`config.mk`:
```
export PLATFORM = sky130hd
export DESIGN_NAME = adc_clock_divider_search
export DESIGN_NICKNAME = d
export VERILOG_FILES = /design/src/sv/acds_pkg.sv /design/src/sv/acds_ctrl.sv /design/src/sv/acds_datapath.sv /design/src/sv/adc_clock_divider_search.sv
export SDC_FILE = /design/constraint.sdc
export NUM_CORES = 1
export LEC_CHECK = 0
export BUFFER_PORTS_ARGS = -buffer_cell sky130_fd_sc_hd__buf_2
export CORE_MARGIN = 3
export CORE_UTILIZATION = 50
export CTS_BUF_LIST = sky130_fd_sc_hd__clkbuf_4
export DETAILED_ROUTE_END_ITERATION = 8
export GPL_TIMING_DRIVEN = 0
export PLACE_DENSITY_LB_ADDON = 0.2
export SLEW_MARGIN = 40
export SYNTH_ARGS = -nofsm -noshare
export SYNTH_HDL_FRONTEND = slang
export SYNTH_HIERARCHICAL = 1
export SYNTH_SLANG_ARGS = --single-unit
```
`constraint.sdc`:
```
create_clock -name clk -period 7.8 [get_ports clk]
set_clock_uncertainty 0.2 [all_clocks]
set_input_delay 0.39 -clock clk [delete_from_list [all_inputs] [get_ports clk]]
set_output_delay 0.39 -clock clk [all_outputs]
set_load 0.05 [all_outputs]
```
`src/sv/acds_pkg.sv`:
```
// ----------------------------------------------------------------------------
// ADC clock divider search package
// Word types, widths, search constants and the divider saturation function.
// ----------------------------------------------------------------------------
package acds_pkg;

  localparam int CHANS_W = 5;
  localparam int RATE_W  = 18;
  localparam int CLOCK_W = 27;
  localparam int PROD_W  = CHANS_W + RATE_W;
  localparam int FACT_W  = 7;
  localparam int DEN_W   = 30;
  localparam int CMP_W   = DEN_W + 7;
  localparam int DIV_W   = 8;
  localparam int TIME_W  = 5;
  localparam int CNT_W   = 5;

  localparam logic [CLOCK_W-1:0] CLOCK_RESET   = 27'd40000000;
  localparam logic [TIME_W-1:0]  TIME_FIRST    = 5'd31;
  localparam logic [TIME_W-1:0]  TIME_LAST     = 5'd3;
  localparam logic [TIME_W-1:0]  TIME_NONE     = 5'd2;
  localparam logic [5:0]         TIME_OFFSET   = 6'd12;
  localparam logic [CMP_W-1:0]   PCT_SCALE     = 37'd100;
  localparam logic [CMP_W-1:0]   LOW_FRAC_PCT  = 37'd9;
  localparam logic [CMP_W-1:0]   HIGH_FRAC_PCT = 37'd91;
  localparam logic [DIV_W-1:0]   DIV_MAX       = 8'd255;
  localparam logic [CNT_W-1:0]   DIV_STEPS_M1  = 5'(CLOCK_W - 1);

  typedef struct packed {
    logic [CHANS_W-1:0] channel_count;
    logic [RATE_W-1:0]  rate_hz;
  } in_word_t;

  typedef struct packed {
    logic [DIV_W-1:0]  clock_divider;
    logic [TIME_W-1:0] sample_time;
    logic              fit_found;
  } out_word_t;

  typedef struct packed {
    logic start;
    logic mul_p;
    logic mul_d;
    logic div_step;
    logic check;
    logic load_out;
  } acds_cmd_t;

  typedef struct packed {
    logic prod_zero;
    logic div_done;
    logic fit_hit;
    logic t_last;
    logic out_free;
  } acds_sts_t;

  // Saturate a quotient, or the quotient less one, to the divider range.
  function automatic logic [DIV_W-1:0] clamp_div(input logic [CLOCK_W-1:0] q,
                                                 input logic minus_one);
    logic [CLOCK_W-1:0] v;
    logic [DIV_W-1:0]   res;
    v = minus_one ? q - 1'b1 : q;
    if (minus_one && (q == '0)) begin
      res = '0;
    end else if (v > CLOCK_W'(DIV_MAX)) begin
      res = DIV_MAX;
    end else begin
      res = v[DIV_W-1:0];
    end
    return res;
  endfunction

endpackage

```
`src/sv/acds_ctrl.sv`:
```
// ----------------------------------------------------------------------------
// ADC clock divider search controller
// Sequences one word through the product, trial divisions and fit checks.
// ----------------------------------------------------------------------------
module acds_ctrl
  import acds_pkg::*;
(
  input  logic      clk,
  input  logic      rst_n,
  input  logic      in_valid,
  output logic      in_stall,
  output acds_cmd_t cmd,
  input  acds_sts_t sts
);

  typedef enum logic [5:0] {
    ST_IDLE = 6'b000001,
    ST_MULP = 6'b000010,
    ST_MULD = 6'b000100,
    ST_DIV  = 6'b001000,
    ST_CMP  = 6'b010000,
    ST_DONE = 6'b100000
  } state_t;

  state_t state_r, state_nxt;

  assign in_stall = (state_r != ST_IDLE);

  always_comb begin
    state_nxt = state_r;
    cmd       = '0;
    case (state_r)
      ST_IDLE: begin
        if (in_valid) begin
          cmd.start = 1'b1;
          state_nxt = ST_MULP;
        end
      end
      ST_MULP: begin
        cmd.mul_p = 1'b1;
        state_nxt = ST_MULD;
      end
      ST_MULD: begin
        // A zero product makes every trial denominator zero: keep defaults.
        if (sts.prod_zero) begin
          state_nxt = ST_DONE;
        end else begin
          cmd.mul_d = 1'b1;
          state_nxt = ST_DIV;
        end
      end
      ST_DIV: begin
        cmd.div_step = 1'b1;
        if (sts.div_done) begin
          state_nxt = ST_CMP;
        end
      end
      ST_CMP: begin
        cmd.check = 1'b1;
        if (sts.fit_hit || sts.t_last) begin
          state_nxt = ST_DONE;
        end else begin
          state_nxt = ST_MULD;
        end
      end
      ST_DONE: begin
        if (sts.out_free) begin
          cmd.load_out = 1'b1;
          state_nxt    = ST_IDLE;
        end
      end
      default: begin
        state_nxt = ST_IDLE;
      end
    endcase
  end

  always_ff @(posedge clk) begin
    if (!rst_n) begin
      state_r <= ST_IDLE;
    end else begin
      state_r <= state_nxt;
    end
  end

endmodule

```
`src/sv/acds_datapath.sv`:
```
// ----------------------------------------------------------------------------
// ADC clock divider search datapath
// Clock register, trial denominator multiplier, restoring divider, fit
// compare and the output word register.
// ----------------------------------------------------------------------------
module acds_datapath
  import acds_pkg::*;
(
  input  logic               clk,
  input  logic               rst_n,
  input  logic               cfg_wr_en,
  input  logic [CLOCK_W-1:0] cfg_wr_data,
  input  in_word_t           in_data,
  output logic               out_valid,
  input  logic               out_stall,
  output out_word_t          out_data,
  input  acds_cmd_t          cmd,
  output acds_sts_t          sts
);

  logic [CLOCK_W-1:0] clock_r;
  logic [CHANS_W-1:0] chans_r;
  logic [RATE_W-1:0]  rate_r;
  logic [PROD_W-1:0]  prod_r;
  logic [DEN_W-1:0]   den_r;
  logic [TIME_W-1:0]  t_r;
  logic [CLOCK_W-1:0] num_r;
  logic [DEN_W-1:0]   rem_r;
  logic [CNT_W-1:0]   cnt_r;
  logic [DIV_W-1:0]   div_r;
  logic [TIME_W-1:0]  time_r;
  logic               fit_r;
  out_word_t          out_r;
  logic               out_valid_r;

  logic [5:0]         t_sum;
  logic [FACT_W-1:0]  factor;
  logic [DEN_W:0]     trial;
  logic               trial_ge;
  logic [CMP_W-1:0]   rem_scaled;
  logic               low_hit;
  logic               high_hit;

  assign t_sum  = {1'b0, t_r} + TIME_OFFSET;
  assign factor = {t_sum, 1'b0};

  // One restoring step: bring down the next clock bit, subtract if it fits.
  assign trial    = {rem_r, num_r[CLOCK_W-1]};
  assign trial_ge = (trial >= {1'b0, den_r});

  assign rem_scaled = CMP_W'(rem_r) * PCT_SCALE;
  assign low_hit    = (rem_scaled < (CMP_W'(den_r) * LOW_FRAC_PCT));
  assign high_hit   = (rem_scaled >= (CMP_W'(den_r) * HIGH_FRAC_PCT));

  assign sts.prod_zero = (prod_r == '0);
  assign sts.div_done  = (cnt_r == '0);
  assign sts.fit_hit   = low_hit || high_hit;
  assign sts.t_last    = (t_r == TIME_LAST);
  assign sts.out_free  = !out_valid_r || !out_stall;

  assign out_valid = out_valid_r;
  assign out_data  = out_r;

  always_ff @(posedge clk) begin
    if (!rst_n) begin
      clock_r <= CLOCK_RESET;
    end else if (cfg_wr_en) begin
      clock_r <= cfg_wr_data;
    end
  end

  always_ff @(posedge clk) begin
    if (cmd.start) begin
      chans_r <= in_data.channel_count;
      rate_r  <= in_data.rate_hz;
      t_r     <= TIME_FIRST;
      div_r   <= DIV_MAX;
      time_r  <= TIME_NONE;
      fit_r   <= 1'b0;
    end
    if (cmd.mul_p) begin
      prod_r <= PROD_W'(rate_r) * PROD_W'(chans_r);
    end
    if (cmd.mul_d) begin
      den_r <= DEN_W'(prod_r) * DEN_W'(factor);
      num_r <= clock_r;
      rem_r <= '0;
      cnt_r <= DIV_STEPS_M1;
    end
    if (cmd.div_step) begin
      rem_r <= trial_ge ? DEN_W'(trial - {1'b0, den_r}) : trial[DEN_W-1:0];
      num_r <= {num_r[CLOCK_W-2:0], trial_ge};
      cnt_r <= cnt_r - 1'b1;
    end
    if (cmd.check) begin
      // num_r now holds the quotient and rem_r the remainder.
      if (low_hit) begin
        div_r  <= clamp_div(num_r, 1'b1);
        time_r <= t_r;
        fit_r  <= 1'b1;
      end else if (high_hit) begin
        div_r  <= clamp_div(num_r, 1'b0);
        time_r <= t_r;
        fit_r  <= 1'b1;
      end else begin
        div_r <= clamp_div(num_r, 1'b1);
      end
      t_r <= t_r - 1'b1;
    end
    if (cmd.load_out) begin
      out_r.clock_divider <= div_r;
      out_r.sample_time   <= time_r;
      out_r.fit_found     <= fit_r;
    end
  end

  always_ff @(posedge clk) begin
    if (!rst_n) begin
      out_valid_r <= 1'b0;
    end else if (cmd.load_out) begin
      out_valid_r <= 1'b1;
    end else if (!out_stall) begin
      out_valid_r <= 1'b0;
    end
  end

endmodule

```
`src/sv/adc_clock_divider_search.sv`:
```
// ----------------------------------------------------------------------------
// ADC clock divider search
// Finds an acquisition time and conversion clock divider for a channel
// count and per-channel sample rate.
// ----------------------------------------------------------------------------
// Usage:
// A word on the in_ channel carries a channel count and a sample rate. While
// a word is being searched in_stall is high; the next word is taken once the
// result has moved into the output register, even if out_stall still holds
// the previous result there. The out_ word holds until the receiver lowers
// out_stall.
// The clock frequency is written through cfg_wr_en and cfg_wr_data; the user
// must do so only while the block is idle, which the block itself does not
// enforce. Reset loads 40 MHz and empties the output register.
// Each trial time runs one multiply, 27 restoring divider steps and one fit
// compare, on the one-bit-per-cycle divider. Up to 29 trial times are run per
// word, stopping at the first fit; a zero channel count or rate skips the
// trials. The block takes no new word until the last result is loaded out.
// ----------------------------------------------------------------------------
module adc_clock_divider_search
  import acds_pkg::*;
(
  input  logic               clk,
  input  logic               rst_n,
  input  logic               cfg_wr_en,
  input  logic [CLOCK_W-1:0] cfg_wr_data,
  input  logic               in_valid,
  output logic               in_stall,
  input  in_word_t           in_data,
  output logic               out_valid,
  input  logic               out_stall,
  output out_word_t          out_data
);

  acds_cmd_t cmd;
  acds_sts_t sts;

  acds_ctrl u_ctrl (
    .clk      (clk),
    .rst_n    (rst_n),
    .in_valid (in_valid),
    .in_stall (in_stall),
    .cmd      (cmd),
    .sts      (sts)
  );

  acds_datapath u_dp (
    .clk         (clk),
    .rst_n       (rst_n),
    .cfg_wr_en   (cfg_wr_en),
    .cfg_wr_data (cfg_wr_data),
    .in_data     (in_data),
    .out_valid   (out_valid),
    .out_stall   (out_stall),
    .out_data    (out_data),
    .cmd         (cmd),
    .sts         (sts)
  );

endmodule

```
==> run_summary.xml <==
<?xml version="1.0" encoding="UTF-8"?>
<metrics>
  <group name="status">
    <metric name="run_status" unit="">complete, no violations</metric>
  </group>
  <group name="global_route">
    <metric name="grt_antenna_before_repair" unit="">2</metric>
    <metric name="overflow" unit="">0</metric>
    <metric name="grt_start_max_net_pins" unit="">33</metric>
    <metric name="gr_usage_total" unit="%">22.3</metric>
    <metric name="grt_first_pass_wirelength" unit="µm">103000</metric>
    <metric name="first_global_vias" unit="">21500</metric>
  </group>
  <group name="sta">
    <metric name="finalSetupViolCount" unit="">0</metric>
    <metric name="fmaxAchievable" unit="GHz">0.132</metric>
    <metric name="setup-tns-final" unit="ps">0</metric>
    <metric name="grt_setup_unrepaired" unit="">yes</metric>
    <metric name="max-slew-margin-rel" unit="%">44.5</metric>
    <metric name="final_max_slew_viol_count" unit="">0</metric>
    <metric name="hold_violations" unit="">0</metric>
    <metric name="final_hold_slack" unit="ps">130</metric>
    <metric name="period_minus_slack" unit="ps">7600</metric>
    <metric name="tightestPinTransition" unit="ps">831</metric>
    <metric name="period_share" unit="%">97.5</metric>
  </group>
  <group name="route">
    <metric name="initial_drt_pass_iterations" unit="">6</metric>
    <metric name="routed_via_density" unit="">5.39</metric>
    <metric name="wl_per_cell" unit="µm">16.1</metric>
    <metric name="num_vias" unit="">20600</metric>
    <metric name="wirelength" unit="µm">61400</metric>
    <metric name="antenna_left" unit="">0</metric>
    <metric name="starting_drt_drc_count" unit="">1112</metric>
    <metric name="route.detailed.drc" unit="">0</metric>
  </group>
  <group name="critical_path">
    <metric name="rrSetupSlack" unit="ps">200</metric>
    <metric name="timing.critical_path.fanout_max" unit="">10</metric>
    <metric name="critical-path-max-stage-delay" unit="ps">520</metric>
    <metric name="critical_path_class" unit="">register to register</metric>
    <metric name="r2r-end" unit="">u_dp/div_r[0]</metric>
    <metric name="timing.critical_path.from_type" unit="">register</metric>
    <metric name="worst-endpoint-arrival" unit="ps">7910</metric>
    <metric name="critPathRequiredTime" unit="ps">8110</metric>
    <metric name="timing.critical_path.to_type" unit="">register</metric>
    <metric name="reg_to_reg_start" unit="">u_dp/den_r[5]</metric>
    <metric name="cell_at_the_slowest_stage_of_the_critical_path" unit="">edfxtp_1</metric>
    <metric name="worst_r2r_path_depth" unit="">28</metric>
  </group>
  <group name="yosys">
    <metric name="syn_area_per_cell" unit="µm²">9.34</metric>
    <metric name="synth_area" unit="µm²">26800</metric>
    <metric name="synth-seq-area-share" unit="%">21.4</metric>
    <metric name="synthFlopType" unit="">edfxtp_1</metric>
    <metric name="synth_largest_area_cell" unit="">ha_1</metric>
    <metric name="ys_ff_latch" unit="">204</metric>
    <metric name="synth.top_cell.area_share" unit="%">18.8</metric>
    <metric name="async_reset_ff_share" unit="%">0</metric>
    <metric name="yosysWarnings" unit="">6</metric>
    <metric name="yosysUniqueCellTypes" unit="">105</metric>
    <metric name="netlist_instances" unit="">2867</metric>
    <metric name="synth-edff-count" unit="">164</metric>
    <metric name="synth.net_count" unit="">3553</metric>
    <metric name="synth_area_leaders" unit="">ha_1 19%, edfxtp_1 18%, fa_1 17%</metric>
  </group>
  <group name="pwr">
    <metric name="leakage" unit="nW">14.3</metric>
    <metric name="power_density" unit="nW/µm²">362</metric>
    <metric name="ir_drop" unit="V">0.000233</metric>
    <metric name="p_total" unit="mW">10.8</metric>
  </group>
  <group name="layout">
    <metric name="finalNetCount" unit="">3766</metric>
    <metric name="fillCellCount" unit="">4662</metric>
    <metric name="multiInputGateArea" unit="µm²">19200</metric>
    <metric name="final_design_area_no_fill" unit="µm²">29700</metric>
    <metric name="syn_to_final_growth" unit="%">11.0</metric>
    <metric name="final_cells" unit="">3811</metric>
    <metric name="fraction_of_layout_instances_using_a_drive_strength_above_1" unit="%">9.30</metric>
    <metric name="register_area" unit="µm²">5730</metric>
  </group>
  <group name="die">
    <metric name="boundaryPins" unit="">71</metric>
    <metric name="floorplan.die.height" unit="µm">237</metric>
    <metric name="initial_core_util" unit="%">50.8</metric>
    <metric name="chipWidth" unit="µm">237</metric>
    <metric name="design.die.area" unit="µm²">56400</metric>
    <metric name="floorplan.rows" unit="">84</metric>
    <metric name="core" unit="µm²">52800</metric>
  </group>
  <group name="clock_network">
    <metric name="h-tree-depth" unit="">2</metric>
    <metric name="worst_skew_pair.late_latency" unit="ps">780</metric>
    <metric name="clockBufferDepth" unit="">3</metric>
    <metric name="numCtsBuffers" unit="">54</metric>
    <metric name="cts_sinks" unit="">204</metric>
    <metric name="clock_pin_slew_reported_for_the_worst_setup_and_hold_paths_after_clock_tree_synthesis" unit="ps">70</metric>
    <metric name="clk_tree_root_cell" unit="">clkbuf_4</metric>
    <metric name="cts_tree" unit="">yes</metric>
  </group>
  <group name="placement">
    <metric name="placedInstanceArea" unit="µm²">28000</metric>
    <metric name="io_port_bufs" unit="">69</metric>
    <metric name="gp_congestion" unit="">0.922</metric>
    <metric name="dpl.hpwl" unit="µm">50200</metric>
    <metric name="dpl.cell_count" unit="">3626</metric>
  </group>
  <group name="min_path">
    <metric name="hold_end" unit="">u_dp/rate_r[16]</metric>
    <metric name="hold_path_startpoint" unit="">in_data[16]</metric>
    <metric name="hold_path_class" unit="">input port to register</metric>
    <metric name="min_path_cells" unit="">2</metric>
  </group>
  <group name="flow_run">
    <metric name="cap_viol_max_count" unit="">0</metric>
  </group>
</metrics>
-- cell usage after synthesis (33+ instances only) --
cell / number
a21oi_1: 151
nor3_1: 46
nand2_1: 235
a21o_1: 76
and2_1: 65
nand2b_1: 45
ha_1: 402
fa_1: 229
inv_1: 484
xor2_1: 70
edfxtp_1: 164
dfxtp_1: 40
xnor2_1: 89
o21a_1: 33
clkbuf_1: 39
nor2b_1: 54
o21ai_0: 80
mux2i_1: 38
nor2_1: 160
-- power breakdown --
group | internal (mW) | leakage (nW) | total, mW | switching (mW)
Clock | 0.480 | 0.400 | 0.937 | 0.457
Combinational | 3.53 | 12.1 | 8.05 | 4.52
Sequential | 1.64 | 1.75 | 1.79 | 0.151
Total | 5.65 | 14.3 | 10.8 | 5.12
-- area by class of cell --
type	count	share of cell area (%)
timing repair buffer	158	4.02
sequential	204	19.3
clock buffer	68	1.72
antenna	4	0.0337
tap	688	2.90
inverter	484	6.11
multi-input combinational	2128	64.7
buffer	50	0.736
clock inverter	27	0.576
-- cell usage in the layout (no fill, tap or decap), drive strengths merged, types with 15 or more instances in the layout --
cell type,count
mux2i,38
dlygate4sd3,66
a211oi,23
clkinv,23
fa,229
xor2,70
nand2b,45
a21oi,155
nor2,160
buf,104
nand3,25
o21bai,17
ha,402
or2,15
inv,486
nand4,22
mux2,27
clkbuf,106
nor2b,55
o21a,35
nand2,236
dfxtp,40
nor4,16
o21ai,91
a21o,76
and2,65
nor3,46
xnor2,89
edfxtp,164
-- registers in the layout, summed over array words and instances, names as in the netlist --
signal,flops
u_ctrl/state_r,6
u_dp/prod_r,23
u_dp/out_valid,1
u_dp/div_r,8
u_dp/rem_r,30
u_dp/cnt_r,5
u_dp/t_r,5
u_dp/rate_r,18
u_dp/clock_r,27
u_dp/out_data,14
u_dp/fit_r,1
u_dp/den_r,29
u_dp/time_r,5
u_dp/chans_r,5
u_dp/num_r,27
-- how the worst max path moves through the flow --
stage,to,cells past startpoint,startpoint,slack (ps)
finish,u_dp/div_r[0],28,u_dp/den_r[5],200
global route,u_dp/time_r[4],28,u_dp/den_r[5],-40
CTS,u_dp/time_r[4],29,u_dp/den_r[6],10
detailed placement,u_dp/div_r[0],28,u_dp/den_r[6],-890
global placement,u_dp/div_r[0],28,u_dp/den_r[6],-850
floorplan,u_dp/time_r[4],29,u_dp/den_r[6],650
-- layer usage --
layer	vias up	GRT usage, %	wire (µm)
li1	10200	-	-
met1	9830	28.4	27200
met2	412	38.6	29500
met3	123	2.31	2020
met4	0	9.64	2660
met5	-	0	0
-- cell families after synthesis --
group / after synthesis / share of synthesized area [%]
flops: 204 / 21.4
simple gates: 757 / 14.2
compound gates: 516 / 13.2
xor+xnor: 159 / 5.20
fa+ha+maj: 631 / 35.9
mux: 65 / 2.57
buf+inv: 535 / 7.60
-- what timing repair did --
| item | 4_1_cts | 5_1_grt |
|---|---|---|
| setup buffers | 12 | 9 |
| hold buffers | 66 | 0 |
| setup endpoints to repair | 16 | 18 |
| hold endpoints to repair | 57 | 0 |
| pin swaps | 3 | 14 |
| gates resized for setup | 10 | 22 |
-- critical path, delay by kind of cell, from the launching register on --
| family | cells | cell delay (ps) |
|---|---|---|
| AOI/OAI and AO/OA | 10 | 2660 |
| adders and majority gates | 6 | 2160 |
| and+or+nand+nor | 5 | 980 |
| DFF | 1 | 520 |
| buffers and inverters | 4 | 380 |
| xor gates and xnor gates | 2 | 220 |
| muxes | 1 | 200 |
-- through the flow --
step                      utilization [%]  setup WS [ps]
after detailed placement             53.1           -889
final                                56.4            198
after CTS                            55.9           12.6
after global placement               53.0           -846
after global routing                 56.4          -36.6
after floorplan                         -            647
Power figures use the tool's default switching activity.
